**config.mk**
```make
export PLATFORM = sky130hd
export DESIGN_NAME = cbt_div
export DESIGN_NICKNAME = d
export VERILOG_FILES = /design/src/rtl/cbt_pkg.sv /design/src/rtl/cbt_div.sv
export SDC_FILE = /design/constraint.sdc
export NUM_CORES = 1
export LEC_CHECK = 0
export ABC_AREA = 1
export BUFFER_PORTS_ARGS = -buffer_cell sky130_fd_sc_hd__buf_2
export CAP_MARGIN = 20
export CORE_MARGIN = 2
export CORE_UTILIZATION = 25
export CTS_CLUSTER_SIZE = 16
export DETAILED_ROUTE_END_ITERATION = 16
export GPL_ROUTABILITY_DRIVEN = 1
export GPL_TIMING_DRIVEN = 0
export PLACE_DENSITY_LB_ADDON = 0.3
export SLEW_MARGIN = 20
export SYNTH_ARGS = -nofsm -noshare
export SYNTH_HDL_FRONTEND = slang
export SYNTH_SLANG_ARGS = --single-unit
```
**constraint.sdc**
```tcl
create_clock -name clock -period 9.15 [get_ports clock]
set_input_delay 1.3725 -clock clock [delete_from_list [all_inputs] [get_ports clock]]
set_output_delay 1.3725 -clock clock [all_outputs]
set_load 0.005 [all_outputs]
```
**src/rtl/cbt_pkg.sv**
```systemverilog
// ---------------------------------------------------------------------------
// cbt_pkg: shared types and constants of the cubic Bezier tesselator
// Segment limits, vertex kinds, divider lengths and the sequencer states.
// ---------------------------------------------------------------------------
package cbt_pkg;

   // Maximum number of subsegments per path segment.
   localparam int MAX_SEGMENTS = 64;
   // Bits for a segment count or a point index (holds MAX_SEGMENTS itself).
   localparam int SEG_W  = $clog2(MAX_SEGMENTS + 1);
   // Bits for squares and cubes of a segment count.
   localparam int SQ_W   = 2 * SEG_W;
   localparam int CUBE_W = 3 * SEG_W;

   // Minimum subsegment length register.
   localparam int            MSL_W     = 31;
   localparam logic [30:0]   MSL_RESET = 31'd2097152;

   // Vertex kinds.
   typedef logic [1:0] kind_type;
   localparam kind_type KIND_CORNER = 2'd0;
   localparam kind_type KIND_SMOOTH = 2'd1;
   localparam kind_type KIND_AUTO   = 2'd2;
   localparam kind_type KIND_ALT    = 2'd3;

   // Quotient lengths for the divider, one per use.
   typedef logic [6:0] qlen_type;
   localparam qlen_type QLEN_NSEG   = 7'd33;
   localparam qlen_type QLEN_OFFSET = 7'd50;
   localparam qlen_type QLEN_POINT  = 7'd32;
   localparam qlen_type QLEN_WEIGHT = 7'd16;
   localparam qlen_type QLEN_COLOR  = 7'd8;

   // Sequencer states.
   typedef enum logic [5:0] {
      S_IDLE,
      S_CHECK,
      S_LSQ_X,
      S_LSQ_Y,
      S_LROOT_GO,
      S_LROOT_WAIT,
      S_NSEG_GO,
      S_NSEG_WAIT,
      S_CTRL0,
      S_CTRL1,
      S_ANX2,
      S_ANY2,
      S_AROOT_GO,
      S_AROOT_WAIT,
      S_AMUL_X,
      S_ADIV_X_GO,
      S_ADIV_X_WAIT,
      S_AMUL_Y,
      S_ADIV_Y_GO,
      S_ADIV_Y_WAIT,
      S_CUBE_SQ,
      S_CUBE,
      S_KAA,
      S_K0,
      S_K1,
      S_KBB,
      S_K2,
      S_K3,
      S_PMAC,
      S_PDIV_GO,
      S_PDIV_WAIT,
      S_LMAC,
      S_LDIV_GO,
      S_LDIV_WAIT,
      S_EMIT_PT,
      S_EMIT_VTX
   } state_type;

   // Saturate a wide signed sum to 32 bits.
   function automatic logic [31:0] sat32(input logic signed [51:0] v);
      logic [31:0] r;
      if (v > 52'sh0_0000_7FFF_FFFF) begin
         r = 32'h7FFF_FFFF;
      end else if (v < -52'sh0_0000_8000_0000) begin
         r = 32'h8000_0000;
      end else begin
         r = v[31:0];
      end
      return r;
   endfunction

endpackage

```
**src/rtl/cbt_div.sv**
```systemverilog
// ---------------------------------------------------------------------------
// cbt_div: iterative unsigned divider
// Restoring division, one quotient bit per cycle, with a quotient length
// chosen per call so that short divisions finish early.
// ---------------------------------------------------------------------------
module cbt_div (
   input  logic                 clock,
   input  logic                 reset,
   input  logic                 start,
   input  logic [63:0]          dividend,
   input  logic [31:0]          divisor,
   input  cbt_pkg::qlen_type    qlen,
   output logic                 done,
   output logic [63:0]          quotient
);

   logic              busy_ff, busy_in;
   logic              done_ff, done_in;
   logic [32:0]       rem_ff, rem_in;
   logic [63:0]       num_ff, num_in;
   logic [63:0]       quo_ff, quo_in;
   logic [31:0]       den_ff, den_in;
   logic [6:0]        cnt_ff, cnt_in;
   logic [32:0]       trial;
   logic              ge;

   // Control registers.
   always_ff @(posedge clock) begin
      if (reset) begin
         busy_ff <= 1'b0;
         done_ff <= 1'b0;
      end else begin
         busy_ff <= busy_in;
         done_ff <= done_in;
      end
   end

   // Datapath registers.
   always_ff @(posedge clock) begin
      rem_ff <= rem_in;
      num_ff <= num_in;
      quo_ff <= quo_in;
      den_ff <= den_in;
      cnt_ff <= cnt_in;
   end

   // One trial subtraction per cycle.
   always_comb begin
      trial   = {rem_ff[31:0], num_ff[63]};
      ge      = trial >= {1'b0, den_ff};
      busy_in = busy_ff;
      done_in = 1'b0;
      rem_in  = rem_ff;
      num_in  = num_ff;
      quo_in  = quo_ff;
      den_in  = den_ff;
      cnt_in  = cnt_ff;
      if (start) begin
         rem_in  = 33'(dividend >> qlen);
         num_in  = dividend << (7'd64 - qlen);
         quo_in  = '0;
         den_in  = divisor;
         cnt_in  = qlen;
         busy_in = 1'b1;
      end else if (busy_ff) begin
         rem_in = ge ? (trial - {1'b0, den_ff}) : trial;
         num_in = {num_ff[62:0], 1'b0};
         quo_in = {quo_ff[62:0], ge};
         cnt_in = cnt_ff - 7'd1;
         if (cnt_ff == 7'd1) begin
            busy_in = 1'b0;
            done_in = 1'b1;
         end
      end
   end

   assign done     = done_ff;
   assign quotient = quo_ff;

   // A new division is only started once the previous one is finished.
   a_no_restart: assert property (@(posedge clock) disable iff (reset)
      start |-> !busy_ff)
      else $error("divider restarted while busy");

endmodule

```
Word-level counts from Yosys, hierarchy flattened
Index checks and enable logic that the tools add are counted.
Word-level totals
  bits in registers: 201
  bits of input ports: 106
  output and inout bits: 65
  word-level logic and storage cells: 28
Operators by class
  add/sub/neg operators: 3
  $lt $le $gt $ge: 1
  eq/ne operators: 1
  shift operators: 2
  muxes and demuxes: 11
  bitwise logic cells: 1
  reduce and logical (&&, ||, !) cells: 2
Operators with widths (number)
  64-bit 2-to-1 mux: 2
  32-bit 2-to-1 mux: 3
  64-bit by 7-bit left shift with 64-bit output: 1
  64-bit by 7-bit >> shifter with 32-bit output: 1
  33-bit by 32-bit >= comparator with 1-bit output: 1
  32-bit subtractor: 1
  7-bit 2-to-1 mux: 2
  7-bit by 1-bit equality test with 1-bit output (second input constant): 1
  7-bit by 1-bit subtractor with 7-bit output (second input constant): 1
  7-bit subtractor (first input constant): 1
  1-bit 2-to-1 mux: 4
  3-bit OR reduction: 1
  2-bit nonzero test: 1
  1-bit NOT: 1

Longest topological paths before layout
Gate-level depths: netlist (run 1).
  depth in word-level cells: 4
  gate-level depth with buffers: 17
  mapped depth without buffers: 16

Least setup slack after synthesis (run 1)
Ideal clock, no wire load.
  path type: input to register
  start: input port start
  end: register cnt_ff[0] (enable)
  library setup time: 508 ps
  arrival: 4822 ps
  required time: 8642 ps
  setup slack: 3820 ps
  stages on the path: 4
  buffers on the path: 2
  cells stage by stage: clkbuf_1 > nor2_1 > inv_2 > buf_1
On the way
  word-level cells in the longest chain between the ends: 1
RTL lines
  from (decl): line cbt_div.sv:9  | input logic start,
  2-bit nonzero test (no line)
  to (signal assigned): line cbt_div.sv:44  | cnt_ff <= cnt_in;
  to (decl): line cbt_div.sv:23  | logic [6:0] cnt_ff, cnt_in;
Every way passes these cells.
A chain may end at the register's enable or synchronous reset.

Worst setup path after layout (run 1)
  start: input port qlen[1]
  end: register num_ff[57] (data pin)
On the way
  word-level cells in the longest chain between the ends: 3
RTL lines
  from (decl): line cbt_div.sv:12  | input cbt_pkg::qlen_type qlen,
  7-bit subtractor: line cbt_div.sv:60  | num_in = dividend << (7'd64 - qlen);
  64-bit by 7-bit left shift with 64-bit output: line cbt_div.sv:60
  64-bit 2-to-1 mux: line cbt_div.sv:58  | if (start) begin
  via num_in[57]: line cbt_div.sv:20  | logic [63:0] num_ff, num_in;
  to (signal assigned): line cbt_div.sv:41  | num_ff <= num_in;
  to (decl): line cbt_div.sv:20
The timed path passes the listed nets, and every way through them passes these cells.

==> impl_metrics.json, run 1 <==
{
  "grt_usage_pct": 23.4,
  "syn_to_final_growth_pct": 16.9,
  "grt_max_degree": 34,
  "tritoncts": "built",
  "synth_fp_nets": 2923,
  "io_buffers": 169,
  "outcome": "completed",
  "row_count": 96,
  "final_util_pct": 29.6,
  "gr-total-overflow": 0,
  "cts_resized": 0,
  "holdPathStages": 2,
  "drtPass1Iterations": 7,
  "hpwl_um": 69900,
  "drtIter0Drc": 2366,
  "ant_nets": 0,
  "netlist_instances": 2781,
  "synth.area.top_cells": "edfxtp_1, nand2_1, nand3_1",
  "holdBufCountCts": 0,
  "grt_pass1_wl_um": 125000,
  "drc": 0,
  "final_common_cell": "nand2_1",
  "maxCapViolCount": 0,
  "detail_route.wl_per_cell_um": 21.6,
  "cts_buffer_depth": 3,
  "worst_slew_pin_slew_ps": 841,
  "initial_core_util_pct": 25.3,
  "critPathMaxFanout": 10,
  "totalWireLength_um": 85000,
  "ff2ff_setup_slack_ps": 6220,
  "cts_setup_buffers": 0,
  "arrival_ps": 4670,
  "num_vias": 20200,
  "worstSetupPathType": "in2reg",
  "synth_area_um2": 17400,
  "stdcell_area_um2": 20300,
  "finalHoldViolCount": 0,
  "core_area_um2": 68700,
  "r2r_cells": 12,
  "placed_area_um2": 19500,
  "die_height_um": 268,
  "syn_area_per_cell_um2": 6.25,
  "cp-start-kind": "primary input",
  "clkTransAtPathRegs_ps": 60,
  "synth-seq-area-share_pct": 30.9,
  "min_from": "quotient[63]$_SDFFE_PP0P_",
  "finalSetupTns_ps": 0,
  "grt_setup_unrepaired": "no",
  "cts.sinks": 201,
  "final_max_slew_viol_count": 0,
  "min_to": "quotient[63]$_SDFFE_PP0P_",
  "antenna_found_initial": 4,
  "globalplace.congestion": 1.01,
  "grt_pass1_vias": 19500,
  "drive_gt1_share_pct": 9.77,
  "dieWidth_um": 268,
  "worstReg2RegStart": "rem_ff[21]$_DFFE_PP_",
  "synth.top_cell.area_share_pct": 23.3,
  "worst_setup_path_end_kind": "register",
  "r2r-end": "rem_ff[9]$_DFFE_PP_",
  "diodes": 0,
  "cts-root-buf": "clkbuf_16",
  "min_path_type": "reg2reg",
  "layout_common_cells": "nand2_1, nand3_1, inv_1",
  "dieArea_um2": 71600,
  "cts-htree-levels": 1,
  "p_leak_nw": 9.61,
  "min_period_over_period_pct": 47.9,
  "nets": 3124,
  "ys_types": 47,
  "viasPerCell": 5.15,
  "pwr_density_cell_nw_per_um2": 188,
  "synth.largest_area_cell": "edfxtp_1",
  "setup_viol": 0,
  "slew_headroom_pct": 44.0,
  "fin_crit_ps": 4380,
  "yosys_warnings": 0,
  "clk_latency_ps": 560,
  "clock-skew-final_ps": 10.4,
  "ios": 171,
  "cts_buffers": 26,
  "max_freq_ghz": 0.228,
  "cp.required_ps": 9440,
  "peakVddDrop_mv": 0.145,
  "ys_ff_latch": 201
}
-- worst max-delay path: stages --
cell and delay, ps:
buf_2 130, inv_2 180, buf_1 530, ha_1 350, buf_2 160, inv_1 70, buf_2 290, buf_1 510
nand2_1 150, nand3_1 100, nand2_1 100, o21ai_1 290, nand2_1 90, nand3_1 200, nand3_1 120
-- per-layer routing --
metal / wire, um / track usage (%) / up-vias
li1: - / - / 9727
met1: 36600 / 31.0 / 9511
met2: 38800 / 38.4 / 836
met3: 5920 / 3.21 / 171
met4: 3680 / 8.89 / 2
met5: 13 / 0 / -
-- worst max-delay path by stage --
stage	startpoint	to	slack [ps]	depth (start not counted)
after floorplan	start	cnt_ff[0]$_DFFE_PP_	3820	4
after global placement	start	rem_ff[7]$_DFFE_PP_	1270	5
after detailed placement	qlen[1]	num_ff[63]$_DFFE_PP_	4350	15
after CTS	qlen[1]	num_ff[63]$_DFFE_PP_	4940	15
after global routing	qlen[1]	num_ff[63]$_DFFE_PP_	4660	15
final	qlen[1]	num_ff[57]$_DFFE_PP_	4770	15
-- cells in the mapped netlist (all sizes together) --
cell,instances
inv,250
a22o,4
o21a,1
or2,5
ha,35
dfxtp,66
nor3,5
o211ai,48
a22oi,4
and2,35
fa,1
xnor2,15
clkinv,2
nand4,13
mux2i,12
a21oi,33
nor4,2
clkbuf,77
a21o,1
a211oi,1
edfxtp,135
o21ai,59
xor2,4
nand3,707
nand3b,26
o22ai,64
nor3b,1
nor2,85
nand2,1000
o21bai,1
o31ai,1
buf,84
a31oi,4
-- where the power goes --
part	total (W)	switching (W)	internal (W)	leakage, nW
registers	0.00116	0.0000620	0.00110	1.93
clock network	0.00100	0.000427	0.000572	0.418
logic	0.00166	0.00115	0.000512	7.26
-- layout make-up --
cell class / count / area, um^2
tap: 931 / 1160
multi-input combinational: 2167 / 10400
inverter: 252 / 947
sequential: 201 / 5380
fill: 7927 / 48400
clock buffer: 30 / 686
clock inverter: 16 / 150
timing repair buffer: 173 / 933
buffer: 161 / 687
-- state kept, by name, indices dropped and copies added (netlist names) --
signal	count
quotient	64
num_ff	64
den_ff	32
cnt_ff	7
rem_ff	32
busy_ff	1
done	1
-- logic make-up after synthesis --
family | share of synthesized area [%]
muxes | 0.692
buffers and inverters | 9.40
AOI/OAI and AO/OA | 7.77
adders and majority gates | 2.64
and+or+nand+nor | 47.4
DFF | 30.9
xor gates and xnor gates | 1.11
-- stage by stage --
step           hold WS (ps)  instances  total power, W  worst slack [ps]
6_report                463       3931         0.00382              4770
5_1_grt                 509       3931         0.00408              4660
4_1_cts                 469       3931         0.00383              4940
3_5_place_dp            451       3885         0.00280              4350
3_3_place_gp            439       3881         0.00281              1270
2_1_floorplan           452       2781         0.00226              3820
(Power assumes the default switching activity.)
==> run 2, diff against run 1 <==
--- a/config.mk
+++ b/config.mk
@@ -5,7 +5,7 @@
 export SDC_FILE = /design/constraint.sdc
 export NUM_CORES = 1
 export LEC_CHECK = 0
-export ABC_AREA = 1
+export ABC_AREA = 0
 export BUFFER_PORTS_ARGS = -buffer_cell sky130_fd_sc_hd__buf_2
 export CAP_MARGIN = 20
 export CORE_MARGIN = 2
==> constraint.sdc (replaced) <==
create_clock -name clock -period 3.8 [get_ports clock]
set_input_delay 0.57 -clock clock [delete_from_list [all_inputs] [get_ports clock]]
set_output_delay 0.57 -clock clock [all_outputs]
set_load 0.005 [all_outputs]
==> run 2 against run 1 <==
Largest power group unchanged. Cell count shrank 28%. Wire length shrank 22%. Final area shrank 4.1%. Sequential share of layout area grew 1.1 points. Critical path depth is the same. Critical path type unchanged.
==> impl_metrics.json, run 2 <==
{
  "initial_core_util_pct": 25.4,
  "worst_setup_path_end_kind": "register",
  "slew_headroom_pct": 39.4,
  "cts_buffer_depth": 3,
  "ant_nets": 0,
  "setup_viol": 0,
  "synth_most_common_cell": "nand2_1",
  "max_freq_ghz": 0.275,
  "clock-skew-final_ps": 12.9,
  "die_height_um": 263,
  "p_leak_nw": 7.86,
  "peakVddDrop_mv": 0.313,
  "maxCapViolCount": 0,
  "ys_types": 69,
  "worst_slew_pin_slew_ps": 909,
  "min_path_type": "in2reg",
  "core_area_um2": 66000,
  "holdWs_ps": 202,
  "netlist_instances": 1745,
  "viasPerCell": 5.43,
  "synth_edf_count": 135,
  "cts-htree-levels": 1,
  "fin_ws_ps": 163,
  "clk_latency_ps": 540,
  "cts.sinks": 201,
  "drc": 0,
  "cts_setup_buffers": 0,
  "grt_max_degree": 53,
  "outcome": "completed",
  "min_period_over_period_pct": 95.7,
  "grt_usage_pct": 18.5,
  "cp-start-kind": "primary input",
  "r2r_cells": 11,
  "ios": 171,
  "critPathMaxFanout": 19,
  "layout_common_cells": "nand2_1, buf_2, mux2i_1",
  "pre_cts_ws_ps": -1180,
  "synth.largest_area_cell": "edfxtp_1",
  "fin_crit_ps": 3640,
  "synth-main-ff-cell": "edfxtp_1",
  "dieWidth_um": 263,
  "yosys_warnings": 0,
  "num_vias": 15300,
  "synth_fp_nets": 1887,
  "final_common_cell": "nand2_1",
  "netlist_top_cells_count": "nand2_1, mux2i_1, nor2_1",
  "synth_area_um2": 16700,
  "final_util_pct": 29.5,
  "final_max_slew_viol_count": 0,
  "holdPathStages": 1,
  "ys_ff_latch": 201,
  "worstSetupPathType": "in2reg",
  "globalplace.congestion": 0.943,
  "top_layer": "met5",
  "dieArea_um2": 69000,
  "drtPass1Iterations": 7,
  "cp.required_ps": 3980,
  "met3WireLength_um": 4810,
  "gr-total-overflow": 0,
  "wl_met1_um": 30400,
  "arrival_ps": 3820,
  "cts_buffers": 24,
  "antenna_found_initial": 8,
  "synth.top_cell.area_share_pct": 24.2,
  "finalHoldViolCount": 0,
  "wl_met2_um": 29100,
  "totalWireLength_um": 65900,
  "syn_to_final_growth_pct": 16.4,
  "tritoncts": "built",
  "fin_cells": 2817,
  "nets": 2078,
  "synthArstFlopShare_pct": 0,
  "placed_area_um2": 18700,
  "cts-root-buf": "clkbuf_16",
  "synth-seq-area-share_pct": 32.1,
  "grt_pass1_vias": 15100,
  "pwr_density_cell_nw_per_um2": 484,
  "stdcell_area_um2": 19500,
  "io_buffers": 166,
  "row_count": 94,
  "syn_area_per_cell_um2": 9.59,
  "hpwl_um": 52800,
  "grt_pass1_wl_um": 98500,
  "detail_route.wl_per_cell_um": 23.4,
  "diodes": 0,
  "clkTransAtPathRegs_ps": 60,
  "drtIter0Drc": 1448,
  "synth.area.top_cells": "edfxtp_1, mux4_2, mux2i_1",
  "drive_gt1_share_pct": 21.1,
  "placedCellCount": 2777
}
==> run 2: cell count changes in the layout (fill, tap and decap cells not counted), moves of 40 or more <==
cell / change
nor2_1: +85
mux4_2: +121
inv_1: -152
nand2_1: -773
mux2i_1: +168
nand3_1: -685
o21ai_1: +40
a21oi_1: +56
==> run 2: metal layers <==
layer  vias to the layer above  track usage, %
li1                       6918               -
met1                      7568            26.5
met2                       723            29.0
met3                        91            2.73
met4                         4            4.77
met5                         -               0
==> run 2: cell type report <==
cell class	instances	area, um^2
clock buffers	40	724
multi-input cells	1313	10400
well taps	864	1080
repair buffers	168	886
flip-flops and latches	201	5380
inverters	90	338
plain buffers	138	671
clock inverters	3	16.3
fillers	6961	46500
==> run 2: stage by stage <==
stage | total power [W] | setup TNS (ps)
2_1_floorplan | 0.00591 | 0
3_3_place_gp | 0.00716 | -160410
3_5_place_dp | 0.00718 | -55640
4_1_cts | 0.00946 | 0
5_1_grt | 0.00996 | -0.209
6_report | 0.00943 | 0
==> run 2: kinds of logic (layout without fill, tap and decap cells) <==
logic type / Yosys count / in the layout / synth area share [%]
xor gates and xnor gates: 41 / 41 / 2.15
AOI/OAI and AO/OA: 422 / 422 / 16.2
and+or+nand+nor: 495 / 495 / 12.6
DFF: 201 / 201 / 32.1
adders and majority gates: 36 / 36 / 2.74
muxes: 319 / 319 / 28.3
buffers and inverters: 231 / 439 / 5.92
==> run 2: worst paths after layout <==
check	start	endpoint	slack (ps)
worst max-delay path	qlen[0]	num_ff[63]$_DFFE_PP_	160
worst min-delay path	divisor[14]	den_ff[14]$_DFFE_PP_	200
worst max register to register	rem_ff[13]$_DFFE_PP_	rem_ff[21]$_DFFE_PP_	210
worst min register to register	quotient[63]$_SDFFE_PP0P_	quotient[63]$_SDFFE_PP0P_	500
==> run 2: what timing repair did <==
item | 4_1_cts | 5_1_grt
hold endpoints to repair | 0 | 0
hold buffers | 0 | 0
endpoints found under the setup margin | 64 | 22
resized for setup | 9 | 14
==> run 2: critical path, cell delays in order <==
cell and delay [ps]:
buf_4 200, buf_4 260, inv_2 50, buf_4 230, ha_1 310, clkbuf_1 210, buf_4 250, clkbuf_4 280
mux4_2 370, mux2i_1 240, nand2_1 110, o21ai_1 180, o21ai_0 120, nand2_1 140, o221ai_1 270
==> run 2: where the power goes <==
group | switching (W) | total [W] | internal (W) | leakage, nW
registers | 0.000165 | 0.00288 | 0.00271 | 1.93
clock network | 0.000924 | 0.00221 | 0.00129 | 0.368
logic | 0.00260 | 0.00434 | 0.00173 | 5.56
==> run 3, diff against run 2 <==
--- a/config.mk
+++ b/config.mk
@@ -6,7 +6,7 @@
 export NUM_CORES = 1
 export LEC_CHECK = 0
 export ABC_AREA = 0
-export BUFFER_PORTS_ARGS = -buffer_cell sky130_fd_sc_hd__buf_2
+export BUFFER_PORTS_ARGS = -buffer_cell sky130_fd_sc_hd__clkbuf_2
 export CAP_MARGIN = 20
 export CORE_MARGIN = 2
 export CORE_UTILIZATION = 25
@@ -15,6 +15,7 @@
 export GPL_ROUTABILITY_DRIVEN = 1
 export GPL_TIMING_DRIVEN = 0
 export PLACE_DENSITY_LB_ADDON = 0.3
+export RECOVER_POWER = 25
 export SLEW_MARGIN = 20
 export SYNTH_ARGS = -nofsm -noshare
 export SYNTH_HDL_FRONTEND = slang
==> run 3 against run 2 <==
Clock skew decreased by 2.0 ps. Die area unchanged. Critical path depth is the same. Sequential power about the same. Utilization grew 0.12 points. Register-to-register slack about the same. First-iteration DRC count is 12% higher. Final area increased by 0.42%. Critical endpoint unchanged. Largest cell class unchanged. Largest power group unchanged.
==> impl_metrics.json, run 3 (same netlist as run 2, synthesis figures left out) <==
{
  "final_common_cell": "nand2_1",
  "totalWireLength_um": 65600,
  "nets": 2078,
  "die_height_um": 263,
  "pre_cts_ws_ps": -1240,
  "power_w": 0.00961,
  "worstSetupPathType": "in2reg",
  "final_max_slew_viol_count": 0,
  "cts_setup_buffers": 0,
  "finalHoldViolCount": 0,
  "grt_usage_pct": 18.4,
  "max_freq_ghz": 0.270,
  "stdcell_area_um2": 19600,
  "hpwl_um": 52100,
  "power_switching_w": 0.00373,
  "clk_latency_ps": 530,
  "layout_common_cells": "nand2_1, mux2i_1, nor2_1",
  "drc": 0,
  "arrival_ps": 3920,
  "worst_setup_path_end_kind": "register",
  "ios": 171,
  "maxCapViolCount": 0,
  "detail_route.wl_per_cell_um": 23.3,
  "tritoncts": "built",
  "outcome": "completed",
  "antenna_found_initial": 7,
  "p_clk_share_pct": 24.8,
  "fin_ws_ps": 100,
  "cp-start-kind": "primary input",
  "clkTransAtPathRegs_ps": 70,
  "holdPathStages": 1,
  "setup_viol": 0,
  "dieWidth_um": 263,
  "syn_to_final_growth_pct": 16.9,
  "cp.required_ps": 4020,
  "placedCellCount": 2777,
  "slew_headroom_pct": 39.2,
  "num_vias": 15500,
  "r2r_cells": 12,
  "intPower_w": 0.00588,
  "grt_pass1_wl_um": 97400,
  "dieArea_um2": 69000,
  "final_util_pct": 29.6,
  "seqPwrFrac_pct": 30.0,
  "drtIter0Drc": 1616,
  "placed_area_um2": 18700,
  "holdBufCountCts": 0,
  "p_comb_share_pct": 45.2,
  "cts_buffers": 24,
  "cts.sinks": 201,
  "critPathMaxFanout": 19,
  "drtPass1Iterations": 6,
  "initial_core_util_pct": 25.4,
  "fin_crit_ps": 3700,
  "grt_setup_unrepaired": "yes",
  "row_count": 94,
  "fin_cells": 2818,
  "gr-total-overflow": 0,
  "ant_nets": 0,
  "grt_max_degree": 55,
  "cts_buffer_depth": 3,
  "cts-htree-levels": 1,
  "switching_share_pct": 38.8,
  "clock-skew-final_ps": 10.8,
  "viasPerCell": 5.49,
  "diodes": 0,
  "min_period_over_period_pct": 97.4,
  "fillers": 6976,
  "cts-root-buf": "clkbuf_16",
  "drive_gt1_share_pct": 20.5,
  "min_path_type": "in2reg",
  "io_buffers": 166,
  "p_leak_nw": 7.77,
  "globalplace.congestion": 0.977,
  "worst_slew_pin_slew_ps": 913,
  "grt_pass1_vias": 15000,
  "peakVddDrop_mv": 0.224,
  "pwr_density_cell_nw_per_um2": 492,
  "core_area_um2": 66000
}
==> run 3: cell types whose count changed in the layout (fill, tap and decap cells not counted), sizes merged <==
cell,delta
inv,+1
clkbuf,+166
buf,-168
clkinvlp,+1
clkinv,+1
==> run 3: layout make-up <==
type / count / area (um^2) / area share, %
Multi-Input combinational cell: 1313 / 10400 / 53.3
Timing Repair Buffer: 168 / 853 / 4.36
Inverter: 90 / 338 / 1.73
Clock inverter: 6 / 35.0 / 0.179
Sequential cell: 201 / 5380 / 27.5
Tap cell: 864 / 1080 / 5.53
Clock buffer: 38 / 793 / 4.06
Buffer: 138 / 667 / 3.41
==> run 3: worst paths after layout <==
path / from / endpoint / slack, ps
hold reg to reg: quotient[25]$_SDFFE_PP0P_ / quotient[26]$_SDFFE_PP0P_ / 510
setup reg to reg: rem_ff[12]$_DFFE_PP_ / rem_ff[27]$_DFFE_PP_ / 210
setup / recovery: qlen[0] / num_ff[63]$_DFFE_PP_ / 100
hold / removal: divisor[15] / den_ff[15]$_DFFE_PP_ / 210
==> run 3: metal layers <==
metal	vias up	share of wire [%]	GRT usage [%]
li1	6926	-	-
met1	7583	44	25.9
met2	854	44	28.8
met3	115	9.1	3.55
met4	2	2.4	4.63
met5	-	0.020	0
==> run 3: power by group through the flow <==
stage / clock network, W / registers (W) / logic [W]
2_1_floorplan: 0 / 0.00285 / 0.00306
3_3_place_gp: 0 / 0.00293 / 0.00421
3_5_place_dp: 0 / 0.00293 / 0.00424
4_1_cts: 0.00247 / 0.00289 / 0.00427
5_1_grt: 0.00253 / 0.00292 / 0.00468
6_report: 0.00239 / 0.00289 / 0.00434
==> run 3: metrics by stage <==
step | setup TNS, ps | hold WS (ps)
floorplan | 0 | 485
global placement | -157560 | 498
detailed placement | -57240 | 499
CTS | 0 | 176
global route | -26.5 | 188
finish | 0 | 206
==> run 3: what timing repair did <==
| action | 4_1_cts | 5_1_grt |
|---|---|---|
| endpoints found under the setup margin | 64 | 32 |
| hold endpoints to repair | 0 | 0 |
| gates resized for setup | 7 | 18 |
==> run 3: worst max-delay path, stage by stage <==
cell and delay (ps):
buf_4 200, buf_4 260, inv_2 50, buf_4 230, ha_1 310, clkbuf_1 240, clkbuf_4 290, buf_2 310
mux4_2 400, mux2i_1 270, nand2_1 100, o21ai_1 180, o21ai_0 130, nand2_1 160, o221ai_1 190
